<file path="src/sv/fbes_pkg.sv">
`default_nettype none

package fbes_pkg;

    // Default geometry of the flash part.
    localparam int unsigned EraseBlockBytesDefault = 65536;
    localparam int unsigned AddressBitsDefault     = 24;

    // Field widths.
    localparam int unsigned FlashAddrW = 24;
    localparam int unsigned ByteCountW = 25;
    localparam int unsigned InternAddrW = 26;
    localparam int unsigned StatusW    = 8;
    localparam int unsigned OpcodeW    = 8;
    localparam int unsigned PhaseW     = 3;

    // Phase codes, also reported as state_code.
    localparam logic [PhaseW-1:0] PhIdle      = 3'd0;
    localparam logic [PhaseW-1:0] PhBlank     = 3'd1;
    localparam logic [PhaseW-1:0] PhErase     = 3'd2;
    localparam logic [PhaseW-1:0] PhWait      = 3'd3;
    localparam logic [PhaseW-1:0] PhBlockDone = 3'd4;
    localparam logic [PhaseW-1:0] PhFinished  = 3'd5;

    // Command kinds carried in s_axis_tuser.
    localparam logic CmdStart = 1'b0;
    localparam logic CmdStep  = 1'b1;

    // Register byte addresses.
    localparam int unsigned PaddrW = 3;
    localparam logic [PaddrW-1:0] RegFastMode    = 3'd0;
    localparam logic [PaddrW-1:0] RegEraseOpcode = 3'd4;

    localparam logic [OpcodeW-1:0] EraseOpcodeReset = 8'd216;

    // Write-in-progress bit of the status byte.
    localparam int unsigned WipBit = 0;

    // Input word as held in the input register.
    typedef struct packed {
        logic                  region_blank;
        logic [StatusW-1:0]    flash_status;
        logic [ByteCountW-1:0] byte_count;
        logic [FlashAddrW-1:0] start_address;
    } in_word_t;

    // Result word as held in the output register.
    typedef struct packed {
        logic                  start_rejected;
        logic                  finished;
        logic [PhaseW-1:0]     state_code;
        logic [FlashAddrW-1:0] erase_address;
        logic [OpcodeW-1:0]    erase_command;
    } out_word_t;

endpackage

`default_nettype wire

</file>
<file path="src/sv/flash_block_erase_sequencer_core.sv">
`default_nettype none

// A word accepted on s_axis passes through the input register, then the result
// register, before it is presented on m_axis.
// Throughput: one word per cycle while m_axis is not stalled; the phase machine updates once per word.
// Reset: rst_n clears the phase to idle, both addresses to zero, fast_mode to 0,
// erase_opcode to 216, and empties both pipeline registers.
module flash_block_erase_sequencer_core #(
    parameter int unsigned ERASE_BLOCK_BYTES = fbes_pkg::EraseBlockBytesDefault,
    parameter int unsigned ADDRESS_BITS      = fbes_pkg::AddressBitsDefault
) (
    input  wire logic                      clk,
    input  wire logic                      rst_n,

    // APB configuration port.
    input  wire logic                      psel,
    input  wire logic                      penable,
    input  wire logic                      pwrite,
    input  wire logic [fbes_pkg::PaddrW-1:0] paddr,
    input  wire logic [31:0]               pwdata,
    output logic      [31:0]               prdata,
    output logic                           pready,

    // Input stream.
    input  wire logic                      s_axis_tvalid,
    output logic                           s_axis_tready,
    // tdata: start_address[23:0], byte_count[48:24], flash_status[56:49],
    // region_blank[57], zero fill[63:58].
    input  wire logic [63:0]               s_axis_tdata,
    // tuser: cmd[0].
    input  wire logic                      s_axis_tuser,

    // Result stream.
    output logic                           m_axis_tvalid,
    input  wire logic                      m_axis_tready,
    // tdata: erase_command[7:0], erase_address[31:8], state_code[34:32],
    // finished[35], start_rejected[36], zero fill[39:37].
    output logic      [39:0]               m_axis_tdata,
    // tuser: issue_erase[0].
    output logic                           m_axis_tuser
);
    import fbes_pkg::*;

    localparam logic [InternAddrW-1:0] BlockStep = InternAddrW'(ERASE_BLOCK_BYTES);
    localparam logic [FlashAddrW-1:0]  AddrMask  =
        FlashAddrW'((64'd1 << ADDRESS_BITS) - 64'd1);

    // Configuration registers.
    logic               fast_mode_reg;
    logic [OpcodeW-1:0] erase_opcode_reg;

    // Pipeline registers.
    logic      in_valid_reg;
    logic      in_cmd_reg;
    in_word_t  in_word_reg;
    logic      out_valid_reg;
    logic      out_issue_reg;
    out_word_t out_word_reg;

    // Sequencer state.
    logic [PhaseW-1:0]      phase_reg, phase_next;
    logic [InternAddrW-1:0] cur_addr_reg, cur_addr_next;
    logic [InternAddrW-1:0] end_addr_reg, end_addr_next;

    logic                   advance;
    logic                   issue;
    logic                   rejected;
    logic [InternAddrW-1:0] stepped_addr;
    logic                   block_done;
    logic [PhaseW-1:0]      run_phase;

    // APB register file; writes complete in the access cycle.
    assign pready = 1'b1;

    always_ff @(posedge clk or negedge rst_n)
    begin
        if (!rst_n)
        begin
            fast_mode_reg    <= 1'b0;
            erase_opcode_reg <= EraseOpcodeReset;
        end
        else if (psel && penable && pwrite)
        begin
            if (paddr[2] == RegFastMode[2])
                fast_mode_reg <= pwdata[0];
            else
                erase_opcode_reg <= pwdata[OpcodeW-1:0];
        end
    end

    always_comb
    begin
        if (paddr[2] == RegEraseOpcode[2])
            prdata = {24'd0, erase_opcode_reg};
        else
            prdata = {31'd0, fast_mode_reg};
    end

    // Handshake: the result register frees when taken, the input register when it moves on.
    assign advance       = !out_valid_reg || m_axis_tready;
    assign s_axis_tready = !in_valid_reg || advance;

    // Input register.
    always_ff @(posedge clk or negedge rst_n)
    begin
        if (!rst_n)
            in_valid_reg <= 1'b0;
        else if (s_axis_tready)
            in_valid_reg <= s_axis_tvalid;
    end

    always_ff @(posedge clk)
    begin
        if (s_axis_tready && s_axis_tvalid)
        begin
            in_cmd_reg  <= s_axis_tuser;
            in_word_reg <= in_word_t'(s_axis_tdata[57:0]);
        end
    end

    // Phase machine: one update for each word leaving the input register.
    assign stepped_addr = cur_addr_reg + BlockStep;
    assign block_done   = (phase_reg == PhBlockDone) || !in_word_reg.flash_status[WipBit];
    assign run_phase    = fast_mode_reg ? PhBlank : PhErase;

    always_comb
    begin
        phase_next    = phase_reg;
        cur_addr_next = cur_addr_reg;
        end_addr_next = end_addr_reg;
        issue         = 1'b0;
        rejected      = 1'b0;
        if (in_cmd_reg == CmdStart)
        begin
            if (phase_reg == PhIdle || phase_reg == PhFinished)
            begin
                cur_addr_next = {2'b00, in_word_reg.start_address};
                end_addr_next = {2'b00, in_word_reg.start_address}
                              + {1'b0, in_word_reg.byte_count};
                phase_next    = run_phase;
            end
            else
                rejected = 1'b1;
        end
        else
        begin
            case (phase_reg)
                PhBlank:
                    phase_next = in_word_reg.region_blank ? PhBlockDone : PhErase;
                PhErase:
                begin
                    issue      = 1'b1;
                    phase_next = PhWait;
                end
                PhWait, PhBlockDone:
                begin
                    if (block_done)
                    begin
                        cur_addr_next = stepped_addr;
                        phase_next    = (stepped_addr >= end_addr_reg) ? PhFinished
                                                                       : run_phase;
                    end
                end
                default:
                    phase_next = phase_reg;
            endcase
        end
    end

    always_ff @(posedge clk or negedge rst_n)
    begin
        if (!rst_n)
        begin
            phase_reg    <= PhIdle;
            cur_addr_reg <= '0;
            end_addr_reg <= '0;
        end
        else if (advance && in_valid_reg)
        begin
            phase_reg    <= phase_next;
            cur_addr_reg <= cur_addr_next;
            end_addr_reg <= end_addr_next;
        end
    end

    // Result register.
    always_ff @(posedge clk or negedge rst_n)
    begin
        if (!rst_n)
            out_valid_reg <= 1'b0;
        else if (advance)
            out_valid_reg <= in_valid_reg;
    end

    always_ff @(posedge clk)
    begin
        if (advance && in_valid_reg)
        begin
            out_issue_reg                <= issue;
            out_word_reg.erase_command   <= issue ? erase_opcode_reg : '0;
            out_word_reg.erase_address   <= issue ? (cur_addr_reg[FlashAddrW-1:0] & AddrMask)
                                                  : '0;
            out_word_reg.state_code      <= phase_next;
            out_word_reg.finished        <= (phase_next == PhFinished);
            out_word_reg.start_rejected  <= rejected;
        end
    end

    assign m_axis_tvalid = out_valid_reg;
    assign m_axis_tuser  = out_issue_reg;
    assign m_axis_tdata  = {3'b000, out_word_reg};

endmodule

`default_nettype wire
</file>
<file path="config.mk">
export PLATFORM = sky130hd
export DESIGN_NAME = flash_block_erase_sequencer_core
export DESIGN_NICKNAME = d
export VERILOG_FILES = /design/src/sv/fbes_pkg.sv /design/src/sv/flash_block_erase_sequencer_core.sv
export SDC_FILE = /design/constraint.sdc
export NUM_CORES = 1
export LEC_CHECK = 0
export BUFFER_PORTS_ARGS = -buffer_cell sky130_fd_sc_hd__buf_2
export CORE_ASPECT_RATIO = 0.9
export CORE_MARGIN = 3
export CORE_UTILIZATION = 40
export CTS_CLUSTER_DIAMETER = 50
export DETAILED_ROUTE_END_ITERATION = 8
export SLEW_MARGIN = 20
export SYNTH_ARGS = -nofsm -noshare
export SYNTH_HDL_FRONTEND = slang
export SYNTH_SLANG_ARGS = --single-unit
export TNS_END_PERCENT = 100
</file>
<file path="constraint.sdc">
create_clock -name clk -period 3.5 [get_ports clk]
set_clock_uncertainty 0.2 [all_clocks]
set_input_delay 0.525 -clock clk [delete_from_list [all_inputs] [get_ports clk]]
set_output_delay 0.525 -clock clk [all_outputs]
set_load 0.1 [all_outputs]
</file>
==> qor.yml, run 1 <==
grt:
  grt_pass1_wl_mm: 25.6
  grt_max_degree: 44
  overflow: 0
  antenna_found_initial: 0
  grt_use_total_pct: 14.9
  grt_pass1_vias: 4971
worst_setup_path:
  r2r_cells: 12
  cp-end-kind: "flip-flop"
  crit_start: "cur_addr_reg[17]"
  r2r-end: "m_axis_tdata[35]"
  regToRegStartpoint: "cur_addr_reg[17]"
  crit_required_ns: 3.53
  cp.arrival_ns: 3.31
  startpoint_type: "flip-flop"
  cp_max_fo: 4
  crit_type: "flip-flop to flip-flop"
  r2r_slack_ns: 0.23
cts:
  cts_buffers: 17
  cts_tree: "yes"
  cts_sinks: 156
  clock_latency_ns: 0.41
  path_clk_slew_ns: 0.06
  cts.htree.levels: 4
  clockBufferDepth: 2
  cts_root_buf: "clkbuf_16"
  hold_buffers: 0
sta:
  fin_crit_ns: 3.27
  period_share_pct: 93.6
  tns_ns: 0
  clock.fmax_mhz: 305
  hold_viol: 4
  fin_ws_ns: 0.225
  hold_ws_ns: -0.00919
  rsz0062_at_grt: "no"
  setup_viol: 0
  drv_slew: 0
  worst_pin_slew_ns: 0.810
  slew_headroom_pct: 46.0
power:
  power.leakage_nw: 4.19
  powerDensity_mw_per_mm2: 758
  vdd_drop_max_uv: 387
final_layout:
  final_area_mm2: 0.00936
  fin_cells: 1095
  diodes: 0
  fin_util_pct: 49.7
  largest_reg_flops: 51
  syn_to_final_growth_pct: 19.4
  drive_gt1_share_pct: 22.7
  finalNetCount: 996
logic_synthesis:
  async_reset_ff_share_pct: 42.3
  synth_cell_types: 57
  synth_top_area_cell: "edfxtp_1"
  synth_area_per_cell_um2: 11.0
  synth_top_area_share_pct: 34.5
  synthTopCellsByArea: "edfxtp_1, dfrtp_1, ha_1"
  synth_cells: 710
  synthTopCellsByCount: "edfxtp_1, nand2_1, dfrtp_1"
  synth_edf_count: 90
  ys_warn_count: 0
  synthFlopType: "edfxtp_1"
  yosysSeqAreaShare_pct: 55.6
  synth_seq_cells: 156
  synth_area_mm2: 0.00784
  synth.most_common_cell: "edfxtp_1"
placed_design:
  gp_congestion: 0.808
  dp_slack_ns: 0.0876
  dpl.hpwl_mm: 11.7
  place_area_mm2: 0.00864
  dp.cells: 1060
  port_buffers: 115
routing:
  wl_met3_um: 881
  drt-met1-wl_mm: 8.60
  wl_per_cell_um: 14.5
  drt_first_pass_iters: 4
  highest_layer: "met4"
  antenna_left: 0
  drcViolationCount: 0
  viasPerCell: 4.79
  first_iter_violations: 322
  vias: 5246
  route.met2.wl_mm: 6.23
  wl_mm: 15.8
die:
  die_h_um: 139
  io_pins: 183
  start_util_pct: 41.7
  die_area_mm2: 0.0213
  die_x_um: 154
  rows: 47
  coreArea_mm2: 0.0188
outcome:
  violations: "hold timing"
  status: "finished with violations"
job:
  drv_cap: 0
hold_path:
  hold_path.class: "input pin to async pin"
==> how the worst max path moves through the flow <==
stage | end | slack (ns) | depth (start not counted)
after floorplan | in_cmd_reg | 0.13 | 2
after global placement | m_axis_tdata[35] | 0.17 | 11
after detailed placement | m_axis_tdata[35] | 0.09 | 11
after CTS | m_axis_tdata[35] | 0.07 | 11
after global routing | m_axis_tdata[35] | 0.008 | 12
final | m_axis_tdata[35] | 0.23 | 12
==> report_power, final <==
group | switching [W] | internal, W | total [W] | leakage [nW]
Clock | 0.000708 | 0.00127 | 0.00198 | 0.315
Combinational | 0.00168 | 0.000769 | 0.00245 | 2.19
Sequential | 0.000265 | 0.00240 | 0.00267 | 1.69
Total | 0.00265 | 0.00444 | 0.00710 | 4.19
==> layout make-up <==
class                      count  area [um^2]
clock inverter                10          160
inverter                      48          180
clock buffer                  22          485
tap                          245          307
sequential                   156         4360
fill                        1732         9460
multi-input combinational    485         3160
timing repair buffer         129          706
==> critical path, cell delays in order (launching register included) <==
cell,delay [ns]
dfrtp_1,0.43
and3_4,0.23
and3_4,0.20
and3_4,0.21
nand3_1,0.09
xnor2_1,0.16
ha_1,0.29
nand4_1,0.10
or4_4,0.53
o21bai_4,0.16
buf_4,0.12
a21oi_1,0.09
nor4_1,0.27
==> cells in the final DEF, fill, tap and decap left out, types with 11 or more instances in the layout <==
master     synthesis  final
buf_2              1    115
inv_1             48     48
conb_1             2     28
nand2b_1          11     11
ha_1              51     50
buf_4             29     12
nand2_1           85     85
nand3_1           21     21
xor2_1            13     13
and2_1            39     38
o21ai_0           48     48
a21oi_1           45     45
dfrtp_1           62     61
edfxtp_1          90     90
nor2_1            20     19
mux2_2            11     11
clkbuf_16          0     18
==> logic make-up after synthesis <==
family / after synthesis / share of synthesized area (%)
muxes: 13 / 1.84
xor gates and xnor gates: 23 / 2.57
buffers and inverters: 95 / 6.05
other: 2 / 0.0958
AOI/OAI and AO/OA: 150 / 11.5
and+or+nand+nor: 219 / 13.9
DFF: 156 / 55.6
adders and majority gates: 52 / 8.39
==> routing by layer <==
layer,vias to the layer above,global-route usage (%)
met3,7,3.59
met5,-,0
met2,158,20.0
met4,0,3.58
li1,2740,-
met1,2341,24.0
==> through the flow <==
stage	power, W	hold WS [ns]
2_1_floorplan	0.00458	0.0294
3_3_place_gp	0.00505	0.262
3_5_place_dp	0.00510	0.270
4_1_cts	0.00710	0.0119
5_1_grt	0.00756	0.0353
6_report	0.00710	-0.00919
==> timing repair <==
item,4_1_cts,5_1_grt
resized for setup,0,12
buffers inserted,0,3
endpoints found under the setup margin,0,4
Note: power is estimated with default switching activity, not from simulation.
==> inputs of run 2 (changes only) <==
--- a/config.mk
+++ b/config.mk
@@ -11,6 +11,7 @@
 export CORE_UTILIZATION = 40
 export CTS_CLUSTER_DIAMETER = 50
 export DETAILED_ROUTE_END_ITERATION = 8
+export MAX_ROUTING_LAYER = met4
 export SLEW_MARGIN = 20
 export SYNTH_ARGS = -nofsm -noshare
 export SYNTH_HDL_FRONTEND = slang
==> run 2 against run 1 <==
Compared with the run above: sequential power hardly changed; fmax is 0.31% lower; global-route usage is 0.44 points higher; the flow still finishes with violations (hold timing); design area stayed put.
==> qor.yml, run 2 (synthesis results as in run 1) <==
sta:
  tns_ns: 0  # unchanged
  hold_ws_ns: -0.00813  # was -0.00919 ns
  fin_crit_ns: 3.29  # was 3.27 ns
  setup_viol: 0  # unchanged
  hold_viol: 9  # was 4
  worst_pin_slew_ns: 0.794  # was 0.810 ns
  rsz0062_at_grt: "no"  # unchanged
  clock.fmax_mhz: 304  # was 305 MHz
  slew_headroom_pct: 47.1  # was 46.0%
  drv_slew: 0  # unchanged
  period_share_pct: 93.9  # was 93.6%
job:
  drv_cap: 0  # unchanged
routing:
  antenna_left: 0  # unchanged
  drt_first_pass_iters: 5  # was 4
  wl_per_cell_um: 14.4  # was 14.5 um
  first_iter_violations: 309  # was 322
  wl_mm: 15.8  # about the same
  drcViolationCount: 0  # unchanged
  viasPerCell: 4.81  # was 4.79
  vias: 5262  # was 5,246
cts:
  cts_sinks: 156  # unchanged
  cts_root_buf: "clkbuf_16"  # unchanged
  clock_latency_ns: 0.42  # was 0.41 ns
  cts.htree.levels: 4  # unchanged
  hold_buffers: 0  # unchanged
  cts_tree: "yes"  # unchanged
  clockBufferDepth: 2  # unchanged
  cts_buffers: 17  # unchanged
  path_clk_slew_ns: 0.06  # about the same
grt:
  antenna_found_initial: 0  # unchanged
  grt_max_degree: 44  # unchanged
  grt_pass1_vias: 4979  # was 4,971
  use_met1_pct: 23.9  # was 24.0%
  grt_pass1_wl_mm: 25.6  # about the same
  grtUsageMet3_pct: 3.59  # unchanged
  grt.busiest_layer: "met1"  # unchanged
  grtUsageMet2_pct: 20.1  # was 20.0%
  overflow: 0  # unchanged
  grt_use_total_pct: 15.4  # was 14.9%
final_layout:
  fin_cells: 1095  # unchanged
  diodes: 0  # unchanged
  final_area_mm2: 0.00936  # unchanged
  largest_reg_flops: 51  # unchanged
  final_cell_mix: "buf_2, edfxtp_1, nand2_1, dfrtp_1, ha_1"  # unchanged
  finalNetCount: 996  # unchanged
  final_common_cell: "buf_2"  # unchanged
  fin_util_pct: 49.7  # unchanged
  drive_gt1_share_pct: 22.7  # unchanged
  syn_to_final_growth_pct: 19.4  # unchanged
placed_design:
  port_buffers: 115  # unchanged
  dp.cells: 1060  # unchanged
  gp_congestion: 0.820  # was 0.808
  dpl.hpwl_mm: 11.7  # unchanged
  place_area_mm2: 0.00864  # unchanged
die:
  die_h_um: 139  # unchanged
  rows: 47  # unchanged
  die_x_um: 154  # unchanged
  coreArea_mm2: 0.0188  # unchanged
  io_pins: 183  # unchanged
  start_util_pct: 41.7  # unchanged
  die_area_mm2: 0.0213  # unchanged
worst_setup_path:
  crit_top_cell: "and3_4"  # unchanged
  worst-path-buf-inv: 0  # was 1
  cp_cell_sequence: "and3_4 -> and3_4 -> and3_4 -> nand3_1 -> xnor2_1 -> ha_1 -> nand4_1 -> or4_4 -> o21ai_0 -> a21oi_1 -> nor4_1"  # was and3_4 -> and3_4 -> and3_4 -> nand3_1 -> xnor2_1 -> ha_1 -> nand4_1 -> or4_4 -> o21bai_4 -> buf_4 -> a21oi_1 -> nor4_1
  cp.arrival_ns: 3.32  # was 3.31 ns
  cp_max_fo: 4  # unchanged
  crit_required_ns: 3.53  # about the same
  crit_path_top_delay_cell: "or4_4"  # unchanged
  path_delay_family: "simple AND/OR/NAND/NOR gates"  # unchanged
  startpoint_type: "flip-flop"  # unchanged
  crit_type: "flip-flop to flip-flop"  # unchanged
  cp-end-kind: "flip-flop"  # unchanged
  max_stage_delay_ns: 0.53  # about the same
hold_path:
  hold_path.class: "input pin to async pin"  # unchanged
power:
  p_total_w: 0.00709  # was 0.00710 W
  vdd_drop_max_uv: 388  # was 387 uV
  powerDensity_mw_per_mm2: 758  # about the same
  power.leakage_nw: 4.19  # unchanged
outcome:
  violations: "hold timing"  # unchanged
  status: "finished with violations"  # unchanged
-- run 2: cell counts in the layout (fill, tap and decap cells not counted) --
No cell type changed its count.
-- run 2: per-layer routing --
metal  vias up  share of wire [%]
li1       2742                  -
met1      2360                 55
met4         0               0.68
met2       154                 40
met5         -                  0
met3         6                5.1
-- run 2: stage by stage --
step / hold WS [ns] / worst slack [ns]
after floorplan: 0.0294 / 0.126
after global placement: 0.262 / 0.170
after detailed placement: 0.270 / 0.0876
after CTS: 0.0119 / 0.0696
after global routing: 0.0354 / 0.00822
final: -0.00813 / 0.215
-- run 2: cell type report --
cell class	instances	area, um^2
repair buffers	129	706
clock buffers	22	485
fillers	1732	9460
flip-flops and latches	156	4360
inverters	48	180
multi-input cells	485	3160
well taps	245	307
clock inverters	10	160
-- run 2: timing repair --
item	in CTS	in global routing
buffers inserted	0	3
gates resized for setup	0	12
setup endpoints to repair	0	4
-- run 2: worst register-to-register path, stage by stage (launching register included) --
cell	delay, ns
dfrtp_1	0.43
and3_4	0.23
and3_4	0.21
and3_4	0.21
nand3_1	0.10
xnor2_1	0.16
ha_1	0.29
nand4_1	0.10
or4_4	0.53
o21ai_0	0.21
a21oi_1	0.15
nor4_1	0.29
-- run 2: power breakdown --
| part | internal, W | switching, W | total (W) |
|---|---|---|---|
| Sequential | 0.00240 | 0.000265 | 0.00267 |
| Clock | 0.00127 | 0.000706 | 0.00198 |
| Combinational | 0.000769 | 0.00168 | 0.00244 |
-- run 2: worst paths after layout --
kind / start / to / slack [ns] / cells after the start
setup / recovery: cur_addr_reg[17] / m_axis_tdata[35] / 0.21 / 11
hold / removal: rst_n / end_addr_reg[1] / -0.008 / 1
setup reg to reg: cur_addr_reg[17] / m_axis_tdata[35] / 0.21 / 11
hold reg to reg: end_addr_reg[5] / end_addr_reg[5] / 0.27 / 2
max in group asynchronous: rst_n / cur_addr_reg[16] / 2.42 / 2
min in group clk: s_axis_tdata[0] / in_word_reg[0] / 0.08 / 1
==> inputs of run 3 (changes only) <==
--- a/config.mk
+++ b/config.mk
@@ -5,6 +5,7 @@
 export SDC_FILE = /design/constraint.sdc
 export NUM_CORES = 1
 export LEC_CHECK = 0
+export ABC_AREA = 1
 export BUFFER_PORTS_ARGS = -buffer_cell sky130_fd_sc_hd__buf_2
 export CORE_ASPECT_RATIO = 0.9
 export CORE_MARGIN = 3
==> run 3 against run 2 <==
Compared with the run above: the run now ends clean; core utilization decreased by 1.4 points; register-to-register slack improved by 0.06 ns; power increased by 9.3%; combinational power increased by 26%; sequential share of layout area decreased by 1.7 points; critical endpoint unchanged; die area increased by 5.0%; routed wire length increased by 14%.
==> qor.yml, run 3 <==
logic_synthesis:
  synth_edf_count: 90  # unchanged
  async_reset_ff_share_pct: 42.3  # unchanged
  synth_cell_types: 51  # was 57
  synth_area_per_cell_um2: 9.25  # was 11.0 um^2
  synthTopCellsByArea: "edfxtp_1, dfrtp_1, nand2_1"  # was edfxtp_1, dfrtp_1, ha_1
  synth_seq_cells: 156  # unchanged
  synth_top_area_share_pct: 32.7  # was 34.5%
  synth.most_common_cell: "nand2_1"  # was edfxtp_1
  synth_area_mm2: 0.00825  # was 0.00784 mm^2
  synthTopCellsByCount: "nand2_1, inv_1, nor2_1"  # was edfxtp_1, nand2_1, dfrtp_1
  synth_cells: 892  # was 710
  synthFlopType: "edfxtp_1"  # unchanged
  ys_warn_count: 0  # unchanged
  synth_top_area_cell: "edfxtp_1"  # unchanged
  yosysSeqAreaShare_pct: 52.8  # was 55.6%
worst_setup_path:
  crit_type: "flip-flop to flip-flop"  # unchanged
  r2r_cells: 23  # was 11
  r2r-end: "m_axis_tdata[35]"  # unchanged
  r2r_slack_ns: 0.27  # was 0.21 ns
  cp-end-kind: "flip-flop"  # unchanged
  crit_path_top_delay_cell: "dfrtp_1"  # was or4_4
  cp.arrival_ns: 3.21  # was 3.32 ns
  startpoint_type: "flip-flop"  # unchanged
  cp_cell_sequence: "buf_4 -> nand3_2 -> nor3_4 -> nand3_2 -> nor2_2 -> xor2_1 -> ha_1 -> nand2_1 -> inv_1 -> nand2_1 -> inv_1 -> nand2_1 -> nand2_1 -> nor2_1 -> nand2_1 -> nor2_2 -> nand3_1 -> nand2_1 -> nand2_1 -> nand2_1 -> nand2_1 -> nand2_2 -> nor2_1"  # was and3_4 -> and3_4 -> and3_4 -> nand3_1 -> xnor2_1 -> ha_1 -> nand4_1 -> or4_4 -> o21ai_0 -> a21oi_1 -> nor4_1
  cp_max_fo: 3  # was 4
  crit_required_ns: 3.48  # was 3.53 ns
  max_stage_delay_ns: 0.37  # was 0.53 ns
  crit_top_cell: "nand2_1"  # was and3_4
  regToRegStartpoint: "cur_addr_reg[16]"  # was cur_addr_reg[17]
final_layout:
  syn_to_final_growth_pct: 17.8  # was 19.4%
  final_area_mm2: 0.00972  # was 0.00936 mm^2
  drive_gt1_share_pct: 19.1  # was 22.7%
  fin_util_pct: 48.3  # was 49.7%
  final_cell_mix: "nand2_1, inv_1, buf_2, nor2_1, edfxtp_1"  # was buf_2, edfxtp_1, nand2_1, dfrtp_1, ha_1
  fillers: 1902  # was 1,732
  largest_reg_flops: 51  # unchanged
  final_common_cell: "nand2_1"  # was buf_2
  diodes: 0  # unchanged
  finalNetCount: 1180  # was 996
job:
  drv_cap: 0  # unchanged
outcome:
  status: "finished, final reports clean"  # was finished with violations
hold_path:
  min_path_cells: 1
  min_from: "s_axis_tdata[24]"
  hold_path.class: "input pin to flip-flop"  # was input pin to async pin
  min_to: "in_word_reg[24]"
cts:
  cts_buffers: 17  # unchanged
  cts_root_buf: "clkbuf_16"  # unchanged
  cts_tree: "yes"  # unchanged
  hold_buffers: 0  # unchanged
  clock_latency_ns: 0.43  # was 0.42 ns
  clockBufferDepth: 2  # unchanged
  cts.htree.levels: 4  # unchanged
  path_clk_slew_ns: 0.06  # about the same
  cts_sinks: 156  # unchanged
grt:
  grt_pass1_vias: 5945  # was 4,979
  overflow: 0  # unchanged
  grt_pass1_wl_mm: 29.2  # was 25.6 mm
  antenna_found_initial: 0  # unchanged
  grt_use_total_pct: 17.0  # was 15.4%
  grt_max_degree: 67  # was 44
sta:
  period_share_pct: 92.2  # was 93.9%
  hold_viol: 0  # was 9
  drv_slew: 0  # unchanged
  clock.fmax_mhz: 310  # was 304 MHz
  fin_crit_ns: 3.23  # was 3.29 ns
  worst_pin_slew_ns: 0.904  # was 0.794 ns
  slew_headroom_pct: 39.8  # was 47.1%
  setup_viol: 0  # unchanged
  hold_ws_ns: 0.0714  # was -0.00813 ns
  fin_ws_ns: 0.271  # was 0.215 ns
die:
  die_x_um: 157  # was 154 um
  rows: 49  # was 47
  coreArea_mm2: 0.0201  # was 0.0188 mm^2
  start_util_pct: 41.0  # was 41.7%
  die_area_mm2: 0.0224  # was 0.0213 mm^2
  die_h_um: 142  # was 139 um
  io_pins: 183  # unchanged
placed_design:
  dp_slack_ns: 0.254  # was 0.0876 ns
  gp_congestion: 0.872  # was 0.820
  dpl.hpwl_mm: 13.4  # was 11.7 mm
  place_area_mm2: 0.00900  # was 0.00864 mm^2
  port_buffers: 115  # unchanged
routing:
  antenna_left: 0  # unchanged
  drcViolationCount: 0  # unchanged
  wl_mm: 17.9  # was 15.8 mm
  vias: 6088  # was 5,262
  wl_per_cell_um: 13.9  # was 14.4 um
  viasPerCell: 4.73  # was 4.81
  drt_first_pass_iters: 7  # was 5
  first_iter_violations: 425  # was 309
power:
  p_total_w: 0.00775  # was 0.00709 W
  power.leakage_nw: 4.68  # was 4.19 nW
  powerDensity_mw_per_mm2: 797  # was 758 mW/mm^2
  vdd_drop_max_uv: 371  # was 388 uV
-- run 3: cell count changes after synthesis, sizes merged, moves of 25 or more --
cell	previous run	this run
nand2	85	184
inv	48	131
nor2	20	98
and2	39	0
o21ai	51	76
-- run 3: worst max path at each step --
stage | from | to | slack, ns
global route | cur_addr_reg[16] | m_axis_tdata[35] | -0.03
finish | cur_addr_reg[16] | m_axis_tdata[35] | 0.27
CTS | cur_addr_reg[17] | m_axis_tdata[35] | 0.23
global placement | cur_addr_reg[17] | m_axis_tdata[35] | 0.33
floorplan | m_axis_tvalid | in_cmd_reg | 0.30
detailed placement | cur_addr_reg[17] | m_axis_tdata[35] | 0.25
-- run 3: final cells by class --
cell class,instances,area (um^2),share of cell area [%]
Multi-Input combinational cell,587,3230,33.3
Clock buffer,21,483,4.97
Sequential cell,156,4360,44.9
Inverter,131,492,5.06
Tap cell,255,319,3.28
Timing Repair Buffer,128,673,6.93
Clock inverter,10,160,1.65
-- run 3: cell families (layout without fill, tap and decap cells) --
logic type      count (synthesis)  count (layout)  share of synthesized area [%]
simple gates                  339             339                           17.1
buf+inv                       175             290                           9.60
flops                         156             156                           52.8
compound gates                153             153                           10.8
fa+ha+maj                      52              52                           7.97
xor+xnor                       15              15                           1.59
other cells                     2              28                         0.0910
-- run 3: repair_timing --
action | CTS | global route
endpoints found under the setup margin | 0 | 4
gates resized for setup | 0 | 8
setup buffers | 0 | 6
-- run 3: power breakdown --
group	total, W	switching, W	internal, W
Sequential	0.00268	0.000226	0.00245
Combinational	0.00308	0.00223	0.000845
Clock	0.00199	0.000717	0.00127
-- run 3: worst max-delay path: cells and delay by family, from the launching register on --
family                   cells  cell delay [ns]
buffers and inverters        3             0.22
adder cells (fa/ha/maj)      1             0.29
AND/OR/NAND/NOR             18             1.65
flip-flops                   1             0.37
XOR/XNOR                     1             0.24
-- run 3: routing by layer --
layer  share of wire [%]  GRT usage, %
met5                   0             -
met4                0.96          4.02
met2                  43          24.6
met3                 5.4          3.71
met1                  51          24.5
-- run 3: through the flow --
| stage | TNS, ns | std cells |
|---|---|---|
| final | 0 | 1288 |
| after global routing | -0.0320 | 1288 |
| after CTS | 0 | 1282 |
| after detailed placement | 0 | 1251 |
| after global placement | 0 | 1251 |
| after floorplan | 0 | 918 |
